`src/sku_pkg.sv`:
```
// Shared types and constants for the secret key unpacker.
`default_nettype none
package sku_pkg;

	// section codes
	localparam logic [2:0] SEC_RHO  = 3'd0;
	localparam logic [2:0] SEC_KEY  = 3'd1;
	localparam logic [2:0] SEC_TR   = 3'd2;
	localparam logic [2:0] SEC_S1   = 3'd3;
	localparam logic [2:0] SEC_S2   = 3'd4;
	localparam logic [2:0] SEC_T0   = 3'd5;
	localparam logic [2:0] SEC_DONE = 3'd6;

	localparam int BUF_W       = 20;
	localparam int HELD_W      = 5;
	localparam int VAL_W       = 14;
	localparam int SHORT_BITS  = 3;
	localparam int LONG_BITS   = 13;
	localparam int MAX_FIELDS  = 3;
	localparam logic [VAL_W-1:0] ETA_OFFSET  = 14'd2;
	localparam logic [VAL_W-1:0] LONG_OFFSET = 14'd4096;
	localparam logic [7:0] COEFF_LAST = 8'd255;

	typedef struct packed {
		logic [2:0]       section;
		logic [2:0]       poly;
		logic [7:0]       elem;
		logic [VAL_W-1:0] value;
		logic             done;
	} rec_t;

	typedef struct packed {
		logic [1:0] count;
		rec_t [MAX_FIELDS-1:0] rec;
	} run_t;

endpackage
`default_nettype wire

```
`src/sku_front.sv`:
```
// Front end: takes key bytes, tracks position and bit buffer, builds result runs.
`default_nettype none
module sku_front #(
	parameter int SEED_BYTES   = 32,
	parameter int SECRET_POLYS = 7,
	parameter int ROW_POLYS    = 8
) (
	input  wire logic        clk,
	input  wire logic        arst_n,
	input  wire logic        in_valid,
	output logic             in_ready,
	input  wire logic [7:0]  key_byte,
	input  wire logic        restart,
	input  wire logic        q_full,
	output logic             push,
	output sku_pkg::run_t    push_run
);
	import sku_pkg::*;

	logic [2:0]        sec_q, sec_e;
	logic [2:0]        poly_q, poly_e;
	logic [7:0]        elem_q, elem_e;
	logic [BUF_W-1:0]  buf_q, buf_e, buf_all;
	logic [HELD_W-1:0] held_q, held_e, tot;
	logic              is_seed, is_coef, is_long, stop, bnd, last_poly;
	logic [1:0]        n;
	logic [HELD_W-1:0] used;
	logic [12:0]       f;
	logic [7:0]        e_k;
	logic [2:0]        poly_max;

	assign in_ready = !q_full;

	always_comb begin
		sec_e  = restart ? SEC_RHO : sec_q;
		poly_e = restart ? 3'd0 : poly_q;
		elem_e = restart ? 8'd0 : elem_q;
		buf_e  = restart ? '0 : buf_q;
		held_e = restart ? '0 : held_q;

		is_seed  = (sec_e < SEC_S1);
		is_coef  = !is_seed && (sec_e < SEC_DONE);
		is_long  = (sec_e == SEC_T0);
		buf_all  = buf_e | (BUF_W'(key_byte) << held_e);
		tot      = held_e + 5'd8;
		poly_max = (sec_e == SEC_S1) ? 3'(SECRET_POLYS - 1) : 3'(ROW_POLYS - 1);
		last_poly = (poly_e == poly_max);

		n    = 2'd0;
		stop = 1'b0;
		bnd  = 1'b0;
		f    = '0;
		e_k  = '0;
		push_run = '0;

		if (is_seed) begin
			push_run.count = 2'd1;
			push_run.rec[0].section = sec_e;
			push_run.rec[0].poly    = 3'd0;
			push_run.rec[0].elem    = elem_e;
			push_run.rec[0].value   = VAL_W'(key_byte);
			push_run.rec[0].done    = 1'b0;
		end else begin
			// up to three short fields or one long field per byte;
			// a polynomial boundary ends the run
			for (int k = 0; k < MAX_FIELDS; k++) begin
				if (!stop && (is_long ? (k == 0 && tot >= HELD_W'(LONG_BITS))
						: (tot >= HELD_W'(SHORT_BITS * (k + 1))))) begin
					f   = is_long ? buf_all[LONG_BITS-1:0]
						: 13'(buf_all[SHORT_BITS*k +: SHORT_BITS]);
					e_k = elem_e + 8'(k);
					push_run.rec[k].section = sec_e;
					push_run.rec[k].poly    = poly_e;
					push_run.rec[k].elem    = e_k;
					push_run.rec[k].value   = is_long ? (LONG_OFFSET - VAL_W'(f))
						: (ETA_OFFSET - VAL_W'(f));
					push_run.rec[k].done    = (e_k == COEFF_LAST) && last_poly && is_long;
					if (e_k == COEFF_LAST) begin
						bnd  = 1'b1;
						stop = 1'b1;
					end
					n = n + 2'd1;
				end else begin
					stop = 1'b1;
				end
			end
			push_run.count = n;
		end

		used = is_long ? ((n != 2'd0) ? HELD_W'(LONG_BITS) : '0)
			: HELD_W'(n) * HELD_W'(SHORT_BITS);

		push = in_valid && in_ready && (is_seed || (is_coef && n != 2'd0));
	end

	always_ff @(posedge clk or negedge arst_n) begin
		if (!arst_n) begin
			sec_q  <= SEC_RHO;
			poly_q <= '0;
			elem_q <= '0;
			buf_q  <= '0;
			held_q <= '0;
		end else if (in_valid && in_ready) begin
			sec_q  <= sec_e;
			poly_q <= poly_e;
			elem_q <= elem_e;
			buf_q  <= buf_e;
			held_q <= held_e;
			if (is_seed) begin
				if (elem_e == 8'(SEED_BYTES - 1)) begin
					elem_q <= '0;
					sec_q  <= sec_e + 3'd1;
				end else begin
					elem_q <= elem_e + 8'd1;
				end
			end else if (is_coef) begin
				if (bnd) begin
					elem_q <= '0;
					buf_q  <= '0;
					held_q <= '0;
					if (last_poly) begin
						poly_q <= '0;
						sec_q  <= sec_e + 3'd1;
					end else begin
						poly_q <= poly_e + 3'd1;
					end
				end else begin
					elem_q <= elem_e + 8'(n);
					buf_q  <= buf_all >> used;
					held_q <= tot - used;
				end
			end
		end
	end

endmodule
`default_nettype wire

```
`src/sku_queue.sv`:
```
// Two-entry queue of result runs between front and back.
`default_nettype none
module sku_queue (
	input  wire logic          clk,
	input  wire logic          arst_n,
	input  wire logic          push,
	input  wire sku_pkg::run_t push_run,
	input  wire logic          pop,
	output sku_pkg::run_t      head,
	output logic               full,
	output logic               empty
);
	import sku_pkg::*;

	run_t       mem_q [2];
	logic       wptr_q, rptr_q;
	logic [1:0] cnt_q;

	assign full  = (cnt_q == 2'd2);
	assign empty = (cnt_q == 2'd0);
	assign head  = mem_q[rptr_q];

	always_ff @(posedge clk) begin
		if (push) begin
			mem_q[wptr_q] <= push_run;
		end
	end

	always_ff @(posedge clk or negedge arst_n) begin
		if (!arst_n) begin
			wptr_q <= 1'b0;
			rptr_q <= 1'b0;
			cnt_q  <= '0;
		end else begin
			if (push) wptr_q <= !wptr_q;
			if (pop)  rptr_q <= !rptr_q;
			unique case ({push, pop})
				2'b10:   cnt_q <= cnt_q + 2'd1;
				2'b01:   cnt_q <= cnt_q - 2'd1;
				default: cnt_q <= cnt_q;
			endcase
		end
	end

endmodule
`default_nettype wire

```
`src/sku_back.sv`:
```
// Back end: walks the head run one result per cycle, while the output is not stalled, into the output register.
`default_nettype none
module sku_back (
	input  wire logic          clk,
	input  wire logic          arst_n,
	input  wire sku_pkg::run_t head,
	input  wire logic          empty,
	output logic               pop,
	output logic               out_valid,
	input  wire logic          out_ready,
	output logic [31:0]        out_data,
	output logic               out_last,
	output logic               out_done
);
	import sku_pkg::*;

	logic [1:0] slot_q;
	logic       valid_q;
	rec_t       rec_q;
	logic       last_q;
	rec_t       cur;
	logic       load, cur_last;

	assign cur      = head.rec[slot_q];
	assign cur_last = (slot_q == head.count - 2'd1);
	assign load     = !empty && (!valid_q || out_ready);
	assign pop      = load && cur_last;

	always_ff @(posedge clk or negedge arst_n) begin
		if (!arst_n) begin
			slot_q  <= '0;
			valid_q <= 1'b0;
		end else begin
			if (load) begin
				valid_q <= 1'b1;
				slot_q  <= cur_last ? 2'd0 : slot_q + 2'd1;
			end else if (out_ready) begin
				valid_q <= 1'b0;
			end
		end
	end

	always_ff @(posedge clk) begin
		if (load) begin
			rec_q  <= cur;
			last_q <= cur_last;
		end
	end

	assign out_valid = valid_q;
	assign out_data  = {4'd0, rec_q.value, rec_q.elem, rec_q.poly, rec_q.section};
	assign out_last  = last_q;
	assign out_done  = rec_q.done;

endmodule
`default_nettype wire

```
`src/secret_key_unpacker_top.sv`:
```
// Path: an accepted byte's run is written into the queue, then loaded into the output register.
// Throughput: one byte per cycle on input while the queue is not full; the output register
// gives one result per cycle while not stalled, so a byte yields up to three results (seed
// bytes one, t0 bytes none or one, s1/s2 bytes two or three); the two-run queue covers short
// bursts, and over s1/s2 three bytes give eight results, so the output side paces the input.
// Reset: arst_n clears position, bit buffer, queue and output valid at once.
`default_nettype none
module secret_key_unpacker_top #(
	parameter int SEED_BYTES   = 32,
	parameter int SECRET_POLYS = 7,
	parameter int ROW_POLYS    = 8
) (
	input  wire logic        clk,
	input  wire logic        arst_n,
	// input request: one key byte
	input  wire logic        s_tvalid,
	output logic             s_tready,
	input  wire logic [7:0]  s_tdata,   // [7:0] key_byte
	input  wire logic        s_tuser,   // [0] restart
	// output request: one result
	output logic             m_tvalid,
	input  wire logic        m_tready,
	output logic [31:0]      m_tdata,   // [2:0] section, [5:3] poly_index,
	                                    // [13:6] element_index, [27:14] value, rest 0
	output logic             m_tlast,   // last_of_run
	output logic             m_tuser    // [0] key_done
);
	import sku_pkg::*;

	logic push, pop, q_full, q_empty;
	run_t push_run, head;

	// front classifies the byte and builds the whole run for it
	sku_front #(
		.SEED_BYTES  (SEED_BYTES),
		.SECRET_POLYS(SECRET_POLYS),
		.ROW_POLYS   (ROW_POLYS)
	) u_front (
		.clk     (clk),
		.arst_n  (arst_n),
		.in_valid(s_tvalid),
		.in_ready(s_tready),
		.key_byte(s_tdata),
		.restart (s_tuser),
		.q_full  (q_full),
		.push    (push),
		.push_run(push_run)
	);

	// short queue so the byte side keeps moving while results drain
	sku_queue u_queue (
		.clk     (clk),
		.arst_n  (arst_n),
		.push    (push),
		.push_run(push_run),
		.pop     (pop),
		.head    (head),
		.full    (q_full),
		.empty   (q_empty)
	);

	// back serialises each run, one result per cycle while the output is not stalled
	sku_back u_back (
		.clk      (clk),
		.arst_n   (arst_n),
		.head     (head),
		.empty    (q_empty),
		.pop      (pop),
		.out_valid(m_tvalid),
		.out_ready(m_tready),
		.out_data (m_tdata),
		.out_last (m_tlast),
		.out_done (m_tuser)
	);

endmodule
`default_nettype wire

```
`config.mk`:
```
export PLATFORM = sky130hd
export DESIGN_NAME = secret_key_unpacker_top
export DESIGN_NICKNAME = d
export VERILOG_FILES = /design/src/sku_pkg.sv /design/src/sku_front.sv /design/src/sku_queue.sv /design/src/sku_back.sv /design/src/secret_key_unpacker_top.sv
export SDC_FILE = /design/constraint.sdc
export NUM_CORES = 1
export LEC_CHECK = 0
export BUFFER_PORTS_ARGS = -buffer_cell sky130_fd_sc_hd__buf_2
export CORE_ASPECT_RATIO = 0.6
export CORE_MARGIN = 2
export CORE_UTILIZATION = 65
export CTS_BUF_LIST = sky130_fd_sc_hd__clkbuf_2 sky130_fd_sc_hd__clkbuf_4 sky130_fd_sc_hd__clkbuf_8
export DETAILED_ROUTE_END_ITERATION = 16
export GPL_TIMING_DRIVEN = 0
export PLACE_DENSITY = 0.94
export RECOVER_POWER = 100
export SYNTH_ARGS = -nofsm -noshare
export SYNTH_HDL_FRONTEND = slang
export SYNTH_SLANG_ARGS = --single-unit
```
`constraint.sdc`:
```
create_clock -name clk -period 17.3 [get_ports clk]
set_clock_uncertainty 0.2 [all_clocks]
set_input_delay 0.865 -clock clk [delete_from_list [all_inputs] [get_ports clk]]
set_output_delay 0.865 -clock clk [all_outputs]
set_load 0.01 [all_outputs]
```
==> summary.txt <==
Placed design
  • DP Cell Count: roughly 1500
  • Gpl congestion: roughly 1.0
  • Post-DP HPWL: 33500 um
  • Post-Place Worst Slack: ~8.7 ns
  • Port bufs: 43

Run
  • # Max-Cap Violations: 6

Worst setup path
  • WS Path Type: input pin to register
  • Worst path cell trace: clkbuf_1 > clkbuf_1 > clkbuf_1 > inv_1 > clkbuf_1 > clkbuf_1 > clkbuf_1 > nand2_1 > ha_1 > and3b_1 > clkbuf_1 > a31o_1 > nor4_1 > xnor2_1 > nand2b_1 > ha_1 > nor2b_1 > o21ai_0 > nor2_1 > clkbuf_1 > clkbuf_1 > clkbuf_1
  • Setup crit start kind: input pin
  • Critical Path AT: 12.42 ns
  • Setup crit end kind: register
  • Critical path's largest stage delay: ~1.5 ns
  • Reg2Reg Setup Slack: ~8 ns
  • Crit-path most repeated cell: clkbuf_1
  • Slowest cell on crit path: clkbuf_1
  • CP max FO: 32
  • CP Data Required Time: between 15 and 20 ns

Timing
  • Fin worst setup slack: 4.83 ns
  • Max-slew violations: just under 200
  • Fmax: between 80 and 90 MHz
  • Hold Vio Cnt, Final: 0
  • Crit share post-route: between 70% and 80%
  • Worst rel slew slack: -91.4%
  • Setup tns final: 0 ns
  • Slew @ Worst Pin: approximately 2.9 ns
  • RSZ-0062 raised after global routing: no
  • Minimum clock period: 12.47 ns
  • Final setup violation count: 0

Clock network
  • Post-CTS Setup Bufs: 0
  • CTS buffer count: 37
  • CTS Sinks: about 250
  • Root Driver: clkbuf_8
  • Reg clk slew, reported paths: around 0.070 ns
  • Max clock buf depth: 3
  • CTS tree: done
  • Post-cts gate resize count: 0
  • H-tree depth: 2
  • # hold bufs at CTS: 0
  • Clock Latency Late Sink: about 0.58 ns

Floorplan
  • # IOs: 49
  • Core ar.: between 20000 and 25000 um^2
  • Die area: around 22000 um^2
  • DIE HEIGHT: between 100 and 150 um
  • Row Count: between 40 and 50
  • Starting Density: around two thirds
  • Die width: 192 um

Global route
  • Largest net degree at the start of global routing: 47
  • Initial antenna violation count: 1
  • Vias in the first global route: 10947
  • All-Layer GR Usage: roughly two fifths
  • GR Overflow Total: 0
  • First-pass GRT wire length: about 67000 um

Status
  • Failing checks: max-capacitance violations, max-slew violations
  • Status: finished with violations

Pwr
  • Pwr Density: 131 nW/um^2
  • Leakage: 0.00563 uW
  • Overall power: around 2000 uW
  • VDD IR max: around 0.10 mV

Synth
  • Unique masters post-synth: a little under 90
  • Sequential share of the synthesized area: 53.8%
  • Synthesized instance count: roughly 1200
  • Synthesized flop and latch total: around 250
  • Synth Flop Type: edfxtp_1
  • Async SR Flop Fraction: 18.1%
  • Synth Cell Area: between 10000 and 15000 um^2
  • Number of enable flip-flop cells after synthesis: approximately 210
  • Avg Cell Area, Syn: around 11 um^2
  • Synth Warn #: 0

Route
  • Drt wl/cell: 28.4 um
  • DRT iter0 DRCs: around 2600
  • Drt drc: 0
  • Post-route ant nets: 0
  • Pre-Repair DR Iteration Count: 7
  • Detailed Route WL: 45900 um
  • Routed vias: around 12000
  • Vias/cell: roughly 7.2

Finish
  • Non-filler instance count after layout: roughly 1600
  • Layout area overhead: 9.16%
  • Final #Nets: about 1300
  • Share of layout cells above drive strength 1: a little under an eighth

Min path
  • Hold Path Class: register to register
[layout by cell type (no fill, tap or decap), types with 7 or more instances in the layout]
master | netlist | final
buf_2 | 11 | 21
xnor2_1 | 15 | 15
mux2i_1 | 60 | 60
a21o_1 | 10 | 10
clkbuf_1 | 55 | 102
inv_1 | 65 | 65
o22ai_1 | 38 | 38
a22o_1 | 9 | 9
and3_1 | 9 | 9
o221ai_1 | 8 | 8
edfxtp_1 | 208 | 208
clkinv_2 | 0 | 12
clkbuf_4 | 0 | 10
conb_1 | 1 | 8
clkbuf_8 | 0 | 39
mux4_2 | 30 | 30
nor2b_1 | 12 | 12
nor2_1 | 94 | 94
nand2_1 | 100 | 100
xor2_1 | 14 | 14
a211oi_1 | 11 | 11
a21oi_1 | 61 | 62
or4_1 | 7 | 7
mux2_2 | 12 | 11
dfrtp_1 | 46 | 46
o211ai_1 | 12 | 12
ha_1 | 20 | 20
o21ai_0 | 63 | 65
nand4_1 | 9 | 9
nand2b_1 | 16 | 16
nand3_1 | 21 | 21
nor3_1 | 24 | 24
a31oi_1 | 19 | 19
[cells in the mapped netlist, types with 10 or more instances]
cell type  number  area share [%]
o21ai_0        63             2.3
clkbuf_1       55             1.5
nand2b_1       16            0.73
ha_1           20             1.8
nor2b_1        12            0.55
nand3_1        21            0.76
buf_2          11            0.40
a211oi_1       11            0.60
a21oi_1        61             2.2
xor2_1         14            0.89
nor3_1         24            0.87
o211ai_1       12            0.65
a21o_1         10            0.55
inv_1          65             1.8
nand2_1       100             2.7
xnor2_1        15            0.95
o22ai_1        38             1.7
mux2i_1        60             4.4
edfxtp_1      208              45
mux4_2         30             4.9
a31oi_1        19            0.86
dfrtp_1        46             8.4
nor2_1         94             2.6
mux2_2         12            0.98
[state kept, by name, indices dropped and copies added (netlist names)]
register	flops
u_front.sec_q	3
u_queue.cnt_q	2
u_back.out_last	1
u_queue.wptr_q	1
u_back.out_valid	1
u_queue.mem_q	178
u_back.out_done	1
u_front.elem_q	8
u_queue.rptr_q	1
u_front.buf_q	20
u_back.out_data	28
u_front.poly_q	3
u_front.held_q	5
u_back.slot_q	2
[area by class of cell]
type / instances / area (um^2)
Sequential cell: 254 / 7400
Fill cell: 1403 / 5860
Multi-Input combinational cell: 806 / 5690
Clock buffer: 49 / 612
Buffer: 88 / 380
Tap cell: 279 / 349
Inverter: 70 / 264
Timing Repair Buffer: 50 / 218
Clock inverter: 16 / 106
Antenna cell: 1 / 2.50
[cells by family (layout without fill, tap and decap cells)]
| family | Yosys count | after routing | synth area share (%) |
|---|---|---|---|
| and+or+nand+nor | 336 | 336 | 11.8 |
| AOI/OAI and AO/OA | 306 | 306 | 14.9 |
| DFF | 254 | 254 | 53.8 |
| buffers and inverters | 158 | 273 | 4.92 |
| muxes | 104 | 104 | 10.5 |
| xor gates and xnor gates | 29 | 29 | 1.85 |
| adders and majority gates | 23 | 23 | 2.25 |
| other | 1 | 9 | 0.0272 |
[metrics by stage]
stage          hold slack, ns  instance area (um^2)  utilization, %
6_report                0.293                 15000            71.9
4_1_cts                 0.290                 15200            72.9
5_1_grt                 0.315                 15000            71.9
2_1_floorplan           0.250                 13800               -
3_5_place_dp            0.275                 14500            69.5
3_3_place_gp            0.264                 14400            68.7
[layer usage]
metal	GRT usage, %	vias to the layer above	part of all wire, %
met5	0	-	0.12
met4	11.5	4	3.3
met3	20.1	199	18
met2	56.5	1136	40
met1	58.8	5527	38
li1	-	4750	-
[power by group]
part	internal (uW)	total [uW]	leakage [uW]	switching [uW]
clock	248	490	0.000395	242
combinational	203	574	0.00263	371
sequential	858	907	0.00260	48.9
total	1310	1970	0.00563	662
[worst max-delay path, delay by kind of cell]
| family | cells | cell delay [ns] |
|---|---|---|
| buf+inv | 11 | 7.60 |
| simple gates | 6 | 2.45 |
| compound gates | 2 | 0.68 |
| fa+ha+maj | 2 | 0.54 |
| xor+xnor | 1 | 0.20 |
[final timing paths]
check,startpoint,to,cells past startpoint
worst max-delay path,s_tuser,u_queue.mem_q[1][69],22
worst min-delay path,u_front.buf_q[16],u_front.buf_q[16],2
worst max register to register,u_front.sec_q[0],u_queue.mem_q[1][69],19
worst min register to register,u_front.buf_q[16],u_front.buf_q[16],2
max in group asynchronous,arst_n,u_front.elem_q[1],1
min in group asynchronous,arst_n,u_front.held_q[3],1
No activity file was read; power rests on OpenSTA's default activity.
